`config.mk`:
```
export PLATFORM = sky130hd
export DESIGN_NAME = integer_to_decimal_ascii
export DESIGN_NICKNAME = d
export VERILOG_FILES = /design/src/rtl/i2da_pkg.sv /design/src/rtl/i2da_digit_cell.sv /design/src/rtl/integer_to_decimal_ascii.sv
export VERILOG_INCLUDE_DIRS = /design/src /design/src/rtl
export SDC_FILE = /design/constraint.sdc
export NUM_CORES = 1
export LEC_CHECK = 0
export BUFFER_PORTS_ARGS = -buffer_cell sky130_fd_sc_hd__buf_4
export CAP_MARGIN = 20
export CELL_PAD_IN_SITES_DETAIL_PLACEMENT = 2
export CELL_PAD_IN_SITES_GLOBAL_PLACEMENT = 2
export CORE_MARGIN = 2
export CORE_UTILIZATION = 38
export DETAILED_ROUTE_END_ITERATION = 6
export HOLD_SLACK_MARGIN = 0.08
export PLACE_DENSITY = 0.79
export SYNTH_ARGS = -nofsm -noshare
export SYNTH_HDL_FRONTEND = slang
export SYNTH_HIERARCHICAL = 1
export SYNTH_SLANG_ARGS = --single-unit
```
`constraint.sdc`:
```
create_clock -name i_clk -period 4 [get_ports i_clk]
set_input_delay 0.2 -clock i_clk [delete_from_list [all_inputs] [get_ports i_clk]]
set_output_delay 0.2 -clock i_clk [all_outputs]
set_load 0.05 [all_outputs]
```
`src/rtl/integer_to_decimal_ascii_assert.svh`:
```
// Assertion macros shared by the converter RTL.
`ifndef INTEGER_TO_DECIMAL_ASCII_ASSERT_SVH
`define INTEGER_TO_DECIMAL_ASCII_ASSERT_SVH

// Same-cycle implication, disabled in reset.
`define I2DA_ASSERT_IMPL(lbl, clk, rst_n, ante, cons) \
    lbl: assert property (@(posedge clk) disable iff (!rst_n) (ante) |-> (cons)) \
        else $error("assertion failed");

// Next-cycle implication, disabled in reset.
`define I2DA_ASSERT_NEXT(lbl, clk, rst_n, ante, cons) \
    lbl: assert property (@(posedge clk) disable iff (!rst_n) (ante) |=> (cons)) \
        else $error("assertion failed");

`endif

```
`src/rtl/i2da_pkg.sv`:
```
// ---------------------------------------------------------------------------
// i2da_pkg
// Shared types and constants of the integer to decimal ASCII converter.
// ---------------------------------------------------------------------------
package i2da_pkg;

    localparam int VALUE_W    = 31;
    localparam int NUM_DIGITS = 10;
    localparam int BCD_W      = 4;
    localparam int ASCII_W    = 6;
    localparam int LEFT_W     = $clog2(NUM_DIGITS + 1);
    localparam int BIT_CNT_W  = $clog2(VALUE_W);

    localparam logic [ASCII_W-1:0] ASCII_ZERO = ASCII_W'(48);

    // Cell operation codes
    typedef logic [1:0] t_cell_op;
    localparam t_cell_op OP_HOLD  = 2'd0;
    localparam t_cell_op OP_CLEAR = 2'd1;
    localparam t_cell_op OP_BIT   = 2'd2;
    localparam t_cell_op OP_DIGIT = 2'd3;

    typedef logic [BCD_W-1:0] t_bcd;

    // Control broadcast to every digit cell
    typedef struct packed {
        t_cell_op op;
    } t_cell_ctl;

endpackage

```
`src/rtl/i2da_digit_cell.sv`:
```
// ---------------------------------------------------------------------------
// i2da_digit_cell
// One BCD digit of the conversion chain: shift-and-add-3 step on binary
// bits, a whole-digit shift toward the top of the chain for output, clear or hold.
// ---------------------------------------------------------------------------
module i2da_digit_cell (
    input  logic                i_clk,
    input  i2da_pkg::t_cell_ctl i_ctl,
    input  logic                i_shift_bit,
    input  i2da_pkg::t_bcd      i_digit,
    output logic                o_shift_bit,
    output i2da_pkg::t_bcd      o_digit
);

    i2da_pkg::t_bcd r_digit;
    i2da_pkg::t_bcd n_digit;
    i2da_pkg::t_bcd w_adj;

    // Correct digits of five and above before the doubling shift
    assign w_adj = (r_digit >= i2da_pkg::BCD_W'(5)) ? r_digit + i2da_pkg::BCD_W'(3) : r_digit;

    always_comb begin
        case (i_ctl.op)
            i2da_pkg::OP_CLEAR: n_digit = '0;
            i2da_pkg::OP_BIT:   n_digit = {w_adj[i2da_pkg::BCD_W-2:0], i_shift_bit};
            i2da_pkg::OP_DIGIT: n_digit = i_digit;
            default:            n_digit = r_digit;
        endcase
    end

    always_ff @(posedge i_clk) begin
        r_digit <= n_digit;
    end

    assign o_shift_bit = w_adj[i2da_pkg::BCD_W-1];
    assign o_digit     = r_digit;

endmodule

```
`src/rtl/integer_to_decimal_ascii.sv`:
```
// ---------------------------------------------------------------------------
// integer_to_decimal_ascii
// Converts a nonnegative binary integer to its decimal ASCII digits, most
// significant first, without leading zeros, last flag on the final digit.
// ---------------------------------------------------------------------------
//  Channel   Dir  tdata                      Extra
//  s_axis    in   [30:0] value, [31] zero    -
//  m_axis    out  [5:0] ascii_digit, [7:6] 0 tlast = last
//
//  An item is accepted, then converted one binary bit per cycle through the
//  ten-cell BCD chain; its ten digits then shift out of the top cell one
//  digit per cycle, a shown digit waiting while the output side stalls and
//  leading zeros dropped silently.
//  Reset clears the control; digit cells are cleared when an item is taken.
// ---------------------------------------------------------------------------
`include "integer_to_decimal_ascii_assert.svh"

module integer_to_decimal_ascii (
    input  logic        i_clk,
    input  logic        i_rst_n,
    input  logic        i_s_axis_tvalid,
    output logic        o_s_axis_tready,
    input  logic [31:0] i_s_axis_tdata,  // [30:0] value, [31] zero fill
    output logic        o_m_axis_tvalid,
    input  logic        i_m_axis_tready,
    output logic [7:0]  o_m_axis_tdata,  // [5:0] ascii_digit, [7:6] zero fill
    output logic        o_m_axis_tlast
);

    localparam logic [1:0] ST_IDLE = 2'd0;
    localparam logic [1:0] ST_CONV = 2'd1;
    localparam logic [1:0] ST_EMIT = 2'd2;

    localparam logic [i2da_pkg::BIT_CNT_W-1:0] LAST_BIT =
        i2da_pkg::BIT_CNT_W'(i2da_pkg::VALUE_W - 1);
    localparam logic [i2da_pkg::LEFT_W-1:0] ONE_LEFT = i2da_pkg::LEFT_W'(1);

    logic [1:0]                       r_state, n_state;
    logic [i2da_pkg::VALUE_W-1:0]     r_bin, n_bin;
    logic [i2da_pkg::BIT_CNT_W-1:0]   r_cnt, n_cnt;
    logic [i2da_pkg::LEFT_W-1:0]      r_left, n_left;
    logic                             r_started, n_started;

    i2da_pkg::t_cell_ctl              w_ctl;
    logic                             w_shift [0:i2da_pkg::NUM_DIGITS];
    i2da_pkg::t_bcd                   w_digit [0:i2da_pkg::NUM_DIGITS];
    i2da_pkg::t_bcd                   w_top;
    logic                             w_skip;

    // Feed the bottom of the chain
    assign w_shift[0] = r_bin[i2da_pkg::VALUE_W-1];
    assign w_digit[0] = '0;

    // Digit chain, cell 0 least significant
    for (genvar k = 0; k < i2da_pkg::NUM_DIGITS; k++) begin : g_cell
        i2da_digit_cell u_cell (
            .i_clk       (i_clk),
            .i_ctl       (w_ctl),
            .i_shift_bit (w_shift[k]),
            .i_digit     (w_digit[k]),
            .o_shift_bit (w_shift[k+1]),
            .o_digit     (w_digit[k+1])
        );
    end

    assign w_top  = w_digit[i2da_pkg::NUM_DIGITS];
    assign w_skip = !r_started && (w_top == '0) && (r_left != ONE_LEFT);

    // Sequencer: accept, convert bit by bit, emit digits
    always_comb begin
        n_state   = r_state;
        n_bin     = r_bin;
        n_cnt     = r_cnt;
        n_left    = r_left;
        n_started = r_started;
        w_ctl.op  = i2da_pkg::OP_HOLD;
        case (r_state)
            ST_IDLE: begin
                if (i_s_axis_tvalid) begin
                    n_bin    = i_s_axis_tdata[i2da_pkg::VALUE_W-1:0];
                    n_cnt    = '0;
                    w_ctl.op = i2da_pkg::OP_CLEAR;
                    n_state  = ST_CONV;
                end
            end
            ST_CONV: begin
                w_ctl.op = i2da_pkg::OP_BIT;
                n_bin    = {r_bin[i2da_pkg::VALUE_W-2:0], 1'b0};
                n_cnt    = r_cnt + 1'b1;
                if (r_cnt == LAST_BIT) begin
                    n_left    = i2da_pkg::LEFT_W'(i2da_pkg::NUM_DIGITS);
                    n_started = 1'b0;
                    n_state   = ST_EMIT;
                end
            end
            ST_EMIT: begin
                if (w_skip) begin
                    w_ctl.op = i2da_pkg::OP_DIGIT;
                    n_left   = r_left - 1'b1;
                end else if (i_m_axis_tready) begin
                    w_ctl.op  = i2da_pkg::OP_DIGIT;
                    n_left    = r_left - 1'b1;
                    n_started = 1'b1;
                    if (r_left == ONE_LEFT) begin
                        n_state = ST_IDLE;
                    end
                end
            end
            default: begin
                n_state = ST_IDLE;
            end
        endcase
    end

    // Control registers
    always_ff @(posedge i_clk) begin
        if (!i_rst_n) begin
            r_state   <= ST_IDLE;
            r_cnt     <= '0;
            r_left    <= '0;
            r_started <= 1'b0;
        end else begin
            r_state   <= n_state;
            r_cnt     <= n_cnt;
            r_left    <= n_left;
            r_started <= n_started;
        end
    end

    // Binary shift register holds payload only
    always_ff @(posedge i_clk) begin
        r_bin <= n_bin;
    end

    // Drive the ports
    assign o_s_axis_tready = (r_state == ST_IDLE);
    assign o_m_axis_tvalid = (r_state == ST_EMIT) && !w_skip;
    assign o_m_axis_tdata  = {2'b00, i2da_pkg::ASCII_ZERO + i2da_pkg::ASCII_W'(w_top)};
    assign o_m_axis_tlast  = (r_left == ONE_LEFT);

    // Ten digits always hold a 31-bit value
    `I2DA_ASSERT_IMPL(a_no_overflow, i_clk, i_rst_n, r_state == ST_CONV, !w_shift[i2da_pkg::NUM_DIGITS])
    // Only decimal digits leave the block
    `I2DA_ASSERT_IMPL(a_digit_range, i_clk, i_rst_n, o_m_axis_tvalid, w_top <= i2da_pkg::BCD_W'(9))
    // A taken input item starts conversion with nothing shown at the output
    `I2DA_ASSERT_NEXT(a_conv_quiet, i_clk, i_rst_n, i_s_axis_tvalid && o_s_axis_tready, !o_m_axis_tvalid && !o_s_axis_tready)
    // The final digit of a run frees the input side
    `I2DA_ASSERT_NEXT(a_last_frees, i_clk, i_rst_n, o_m_axis_tvalid && i_m_axis_tready && o_m_axis_tlast, o_s_axis_tready)

endmodule

```
==> results of run 1 <==
-- worst max-delay path, cell delays in order, from the launching register on --
cell and delay [ns]:
dfxtp_1 0.31, inv_1 0.10, ha_1 0.15, or3b_4 0.40
a31o_1 0.26, nand2_1 0.22, nand2_2 0.42, buf_4 0.34
a2111oi_0 0.53, a311oi_1 0.10
-- metal layers --
layer	global-route usage [%]	vias up	wire, um
met5	0	-	0
met2	33.9	50	6530
met3	2.94	14	323
met1	22.6	1991	5620
met4	6.25	0	180
li1	-	1944	-
-- power by group --
group | switching [W] | internal (W) | total (W)
Sequential | 0.0000897 | 0.00105 | 0.00114
Combinational | 0.000265 | 0.000187 | 0.000452
Clock | 0.000331 | 0.000479 | 0.000810
Total | 0.000685 | 0.00172 | 0.00240
-- metrics by stage --
stage / util, % / instance area (um^2) / power (W) / instances / setup WS [ns]
2_1_floorplan: - / 5000 / 0.00145 / 512 / 0.563
3_3_place_gp: 43.5 / 5530 / 0.00158 / 720 / 1.08
3_5_place_dp: 43.5 / 5530 / 0.00162 / 720 / 0.881
4_1_cts: 45.7 / 5820 / 0.00243 / 736 / 0.866
5_1_grt: 45.7 / 5820 / 0.00253 / 736 / 0.662
6_report: 45.7 / 5820 / 0.00240 / 736 / 0.878
-- layout make-up --
class / count / area (um^2)
fillers: 1442 / 6900
multi-input cells: 380 / 2430
flip-flops and latches: 83 / 2370
repair buffers: 48 / 373
clock buffers: 10 / 229
well taps: 172 / 215
inverters: 37 / 139
clock inverters: 6 / 57.6
-- final timing paths --
kind / end / slack (ns) / depth (start not counted)
worst min register to register: r_cnt[4]$_SDFFE_PN0P_ / 0.48 / 1
worst max register to register: g_cell[0].u_cell/o_digit[2]$_DFFE_PP_ / 0.88 / 9
worst min-delay path: r_bin[2]$_DFFE_PP_ / 0.13 / 3
worst max-delay path: g_cell[0].u_cell/o_digit[2]$_DFFE_PP_ / 0.88 / 9
-- sequential cells by signal, indices dropped and copies added (netlist names) --
register,count
r_state,2
g_cell.u_cell/o_digit,40
r_started,1
r_bin,31
r_cnt,5
r_left,4
-- cells in the final DEF, fill, tap and decap left out, types with 11 or more instances in the layout --
cell,instances
a311oi_1,12
a211o_1,20
and3_1,20
o21ai_0,29
or2_2,11
nand2b_1,12
nor2_1,11
ha_1,24
dfxtp_1,12
edfxtp_1,71
nor2b_1,11
inv_1,27
nand3b_1,12
a211oi_1,11
buf_4,47
nand2_1,113
==> key figures, run 1 <==
Run status
  • Status: finished clean

Hold path
  • Hold Crit Class: in2reg
  • Worst hold start: i_s_axis_tdata[2]

Clock tree
  • # resized after CTS: 0
  • Max clock buf depth: 2
  • TritonCTS buffer count: 9
  • H-Tree Depth: 3
  • TritonCTS clock tree: done
  • Clock sink total: 83
  • Worst-Skew Late Latency: 0.34 ns
  • CTS root buf: clkbuf_16
  • Worst-path clk slew: 0.06 ns
  • # hold bufs at CTS: 0
  • Post-CTS setup buffers: 0

STA
  • Hold WS: 0.126 ns
  • Final hold vios: 0
  • Maximum clock frequency: 0.320 GHz
  • Setup tns final: 0 ns
  • Max_slew headroom: 58.6%
  • Slew Viols, Final: 0
  • Final min period: 3.12 ns
  • Worst Skew: 0.00770 ns
  • Unrepaired setup endpoints after global routing: false
  • Tcrit/Tclk final: 78.1%
  • # setup viols final: 0
  • Worst-margin pin slew: 0.619 ns

Critical path
  • Kind of critical path: reg2reg
  • Critical path origin: r_left[1]$_SDFFE_PN0P_
  • CP arrival: 3.18 ns
  • Worst setup EP type: flip-flop
  • RR Startpoint: r_left[1]$_SDFFE_PN0P_
  • Required @ worst endpoint: 4.06 ns
  • Critical path fanouts, max: 27
  • CP Launch Type: flip-flop

Power and ir drop
  • Pleak: 2.65 nW
  • Worst vdd ir: 0.201 mV
  • Power per Cell Area: 413 nW/um^2

Cells and area
  • Layout cells sized above 1: 16.0%
  • Area Overhead vs Synth: 16.9%
  • ANT cells: 0
  • Final #Nets: 619

Logic synthesis
  • Average size of a mapped cell: 9.84 um^2
  • Cell Area, Synth: 4980 um^2
  • Cell count after synthesis: 506
  • Synth Warn #: 6

Routing
  • Initial drt markers: 91
  • WL final: 12600 um
  • # DRC: 0
  • Wire length per cell: 17.2 um
  • Via density: 5.43
  • Drt first pass iters: 4
  • DR vias: 3999
  • Post-route ant nets: 0

Global route
  • Gr usage total: 18.7%
  • Grt total ovfl: 0
  • Vias in the first global route: 4399
  • Initial antenna violation count: 0
  • Pin count of the biggest net entering global routing: 71
  • First-pass GRT wire length: 21300 um

Flow run
  • Total of max-cap violations: 0

Die
  • Ports: 47
  • Starting density of the core: 39.1%
  • Chip width: 118 um
  • Row Count: 41
  • Core area: 12700 um^2
  • Die Height: 118 um
  • Die Area: 14000 um^2

Place
  • Post-DP HPWL: 8930 um
  • Gpl congestion: 0.806
  • PortBufs: 41
No activity file was read; power rests on OpenSTA's default activity.
==> inputs of run 2 (changes only) <==
- clock period: 4 -> 3 ns (I/O delays scaled with it)
==> key figures, run 2 (same netlist as run 1, synthesis figures left out) <==
STA
  • Slew Viols, Final: 0
  • Setup tns final: 0 ns
  • Hold WS: 0.0897 ns
  • Final min period: 2.87 ns
  • Max_slew headroom: 64.3%
  • Worst-margin pin slew: 0.533 ns
  • # setup viols final: 0
  • Maximum clock frequency: 0.348 GHz
  • Unrepaired setup endpoints after global routing: false
  • Final hold vios: 0
  • Tcrit/Tclk final: 95.8%
  • Worst Skew: 0.00663 ns

Global route
  • Initial antenna violation count: 0
  • Vias in the first global route: 4339
  • Gr usage total: 18.8%
  • Grt total ovfl: 0
  • Pin count of the biggest net entering global routing: 71
  • First-pass GRT wire length: 21500 um

Die
  • Ports: 47
  • Starting density of the core: 39.1%
  • Chip width: 118 um
  • Core area: 12700 um^2
  • Die Area: 14000 um^2
  • Row Count: 41
  • Die Height: 118 um

Cells and area
  • Number of fill cells: 1400
  • Layout cells sized above 1: 14.8%
  • Most frequent cells in the layout: 113 x nand2_1, 71 x edfxtp_1, 45 x buf_4
  • Max reg flops: 40
  • Final #Nets: 637
  • Most common cell after layout, fill and taps aside: nand2_1
  • Area Overhead vs Synth: 20.7%
  • ANT cells: 0

Routing
  • Drt first pass iters: 4
  • DR vias: 4090
  • Initial drt markers: 111
  • Wire length per cell: 17.1 um
  • WL final: 12900 um
  • Post-route ant nets: 0
  • Via density: 5.42
  • # DRC: 0

Power and ir drop
  • Power per Cell Area: 527 nW/um^2
  • Pleak: 2.72 nW
  • Final Power: 0.00317 W
  • Worst vdd ir: 0.243 mV

Hold path
  • Hold Crit Class: in2reg

Place
  • PortBufs: 41
  • Gpl congestion: 0.788
  • Post-DP HPWL: 8820 um

Clock tree
  • Worst-path clk slew: 0.06 ns
  • TritonCTS buffer count: 9
  • CTS root buf: clkbuf_16
  • Worst-Skew Late Latency: 0.34 ns
  • Max clock buf depth: 2
  • Clock sink total: 83
  • Post-CTS setup buffers: 0
  • H-Tree Depth: 3
  • TritonCTS clock tree: done

Critical path
  • Top delay family on crit path: simple AND/OR/NAND/NOR gates
  • CP Launch Type: flip-flop
  • Worst setup EP type: flip-flop
  • Critical path fanouts, max: 27
  • CP max-delay cell: a2111oi_1
  • CP arrival: 2.93 ns
  • Kind of critical path: reg2reg
  • Required @ worst endpoint: 3.06 ns
  • Crit-path max cell delay: 0.50 ns
  • Crit path buffers/inverters: 2
  • Crit path cell chain: inv_1 > ha_1 > or3b_4 > a31o_1 > nand2_1 > nand2_2 > buf_12 > a2111oi_1 > a311oi_1

Flow run
  • Total of max-cap violations: 0

Run status
  • Status: finished clean
-- run 2: cell count changes in the layout (fill, tap and decap cells not counted), sizes merged --
| cell | delta |
|---|---|
| clkinv | -1 |
| clkbuf | +2 |
| bufinv | -1 |
| dlygate4sd3 | +18 |
-- run 2: final cells by class --
type | count | area [um^2] | area share, %
Tap cell | 172 | 215 | 3.58
Inverter | 37 | 139 | 2.31
Clock buffer | 12 | 246 | 4.10
Clock inverter | 4 | 18.8 | 0.313
Multi-Input combinational cell | 380 | 2440 | 40.6
Timing Repair Buffer | 66 | 578 | 9.62
Sequential cell | 83 | 2370 | 39.5
-- run 2: routing by layer --
| layer | wire length, um | GRT usage, % |
|---|---|---|
| met1 | 5840 | 23.0 |
| met2 | 6540 | 33.5 |
| met3 | 292 | 3.09 |
| met4 | 187 | 6.70 |
| met5 | 0 | 0 |
-- run 2: through the flow --
stage	setup slack [ns]	area, um^2	utilization [%]	std cells
finish	0.127	6010	47.2	754
global route	0.000692	6010	47.2	754
CTS	0.0227	6000	47.2	754
detailed placement	0.0547	5560	43.7	720
global placement	0.343	5560	43.7	720
floorplan	0.0605	5000	-	512
-- run 2: where the power goes --
group / switching (W) / internal, W
logic: 0.000356 / 0.000269
clock network: 0.000443 / 0.000576
registers: 0.000119 / 0.00140
-- run 2: worst register-to-register path: stages, from the launching register on --
cell       delay [ns]
dfxtp_1          0.31
inv_1            0.11
ha_1             0.15
or3b_4           0.39
a31o_1           0.26
nand2_1          0.24
nand2_2          0.26
buf_12           0.25
a2111oi_1        0.51
a311oi_1         0.11
-- run 2: worst paths after layout --
kind,cells after the start,endpoint,startpoint,slack [ns]
setup reg to reg,9,g_cell[3].u_cell/o_digit[2]$_DFFE_PP_,r_left[1]$_SDFFE_PN0P_,0.13
hold / removal,3,r_bin[20]$_DFFE_PP_,i_s_axis_tdata[20],0.09
hold reg to reg,1,r_cnt[4]$_SDFFE_PN0P_,r_cnt[4]$_SDFFE_PN0P_,0.48
setup / recovery,9,g_cell[3].u_cell/o_digit[2]$_DFFE_PP_,r_left[1]$_SDFFE_PN0P_,0.13
-- run 2: timing repair --
item | in CTS | in global routing
gates resized for setup | 0 | 3
hold endpoints to repair | 18 | 0
hold buffers | 18 | 0
setup endpoints to repair | 0 | 3
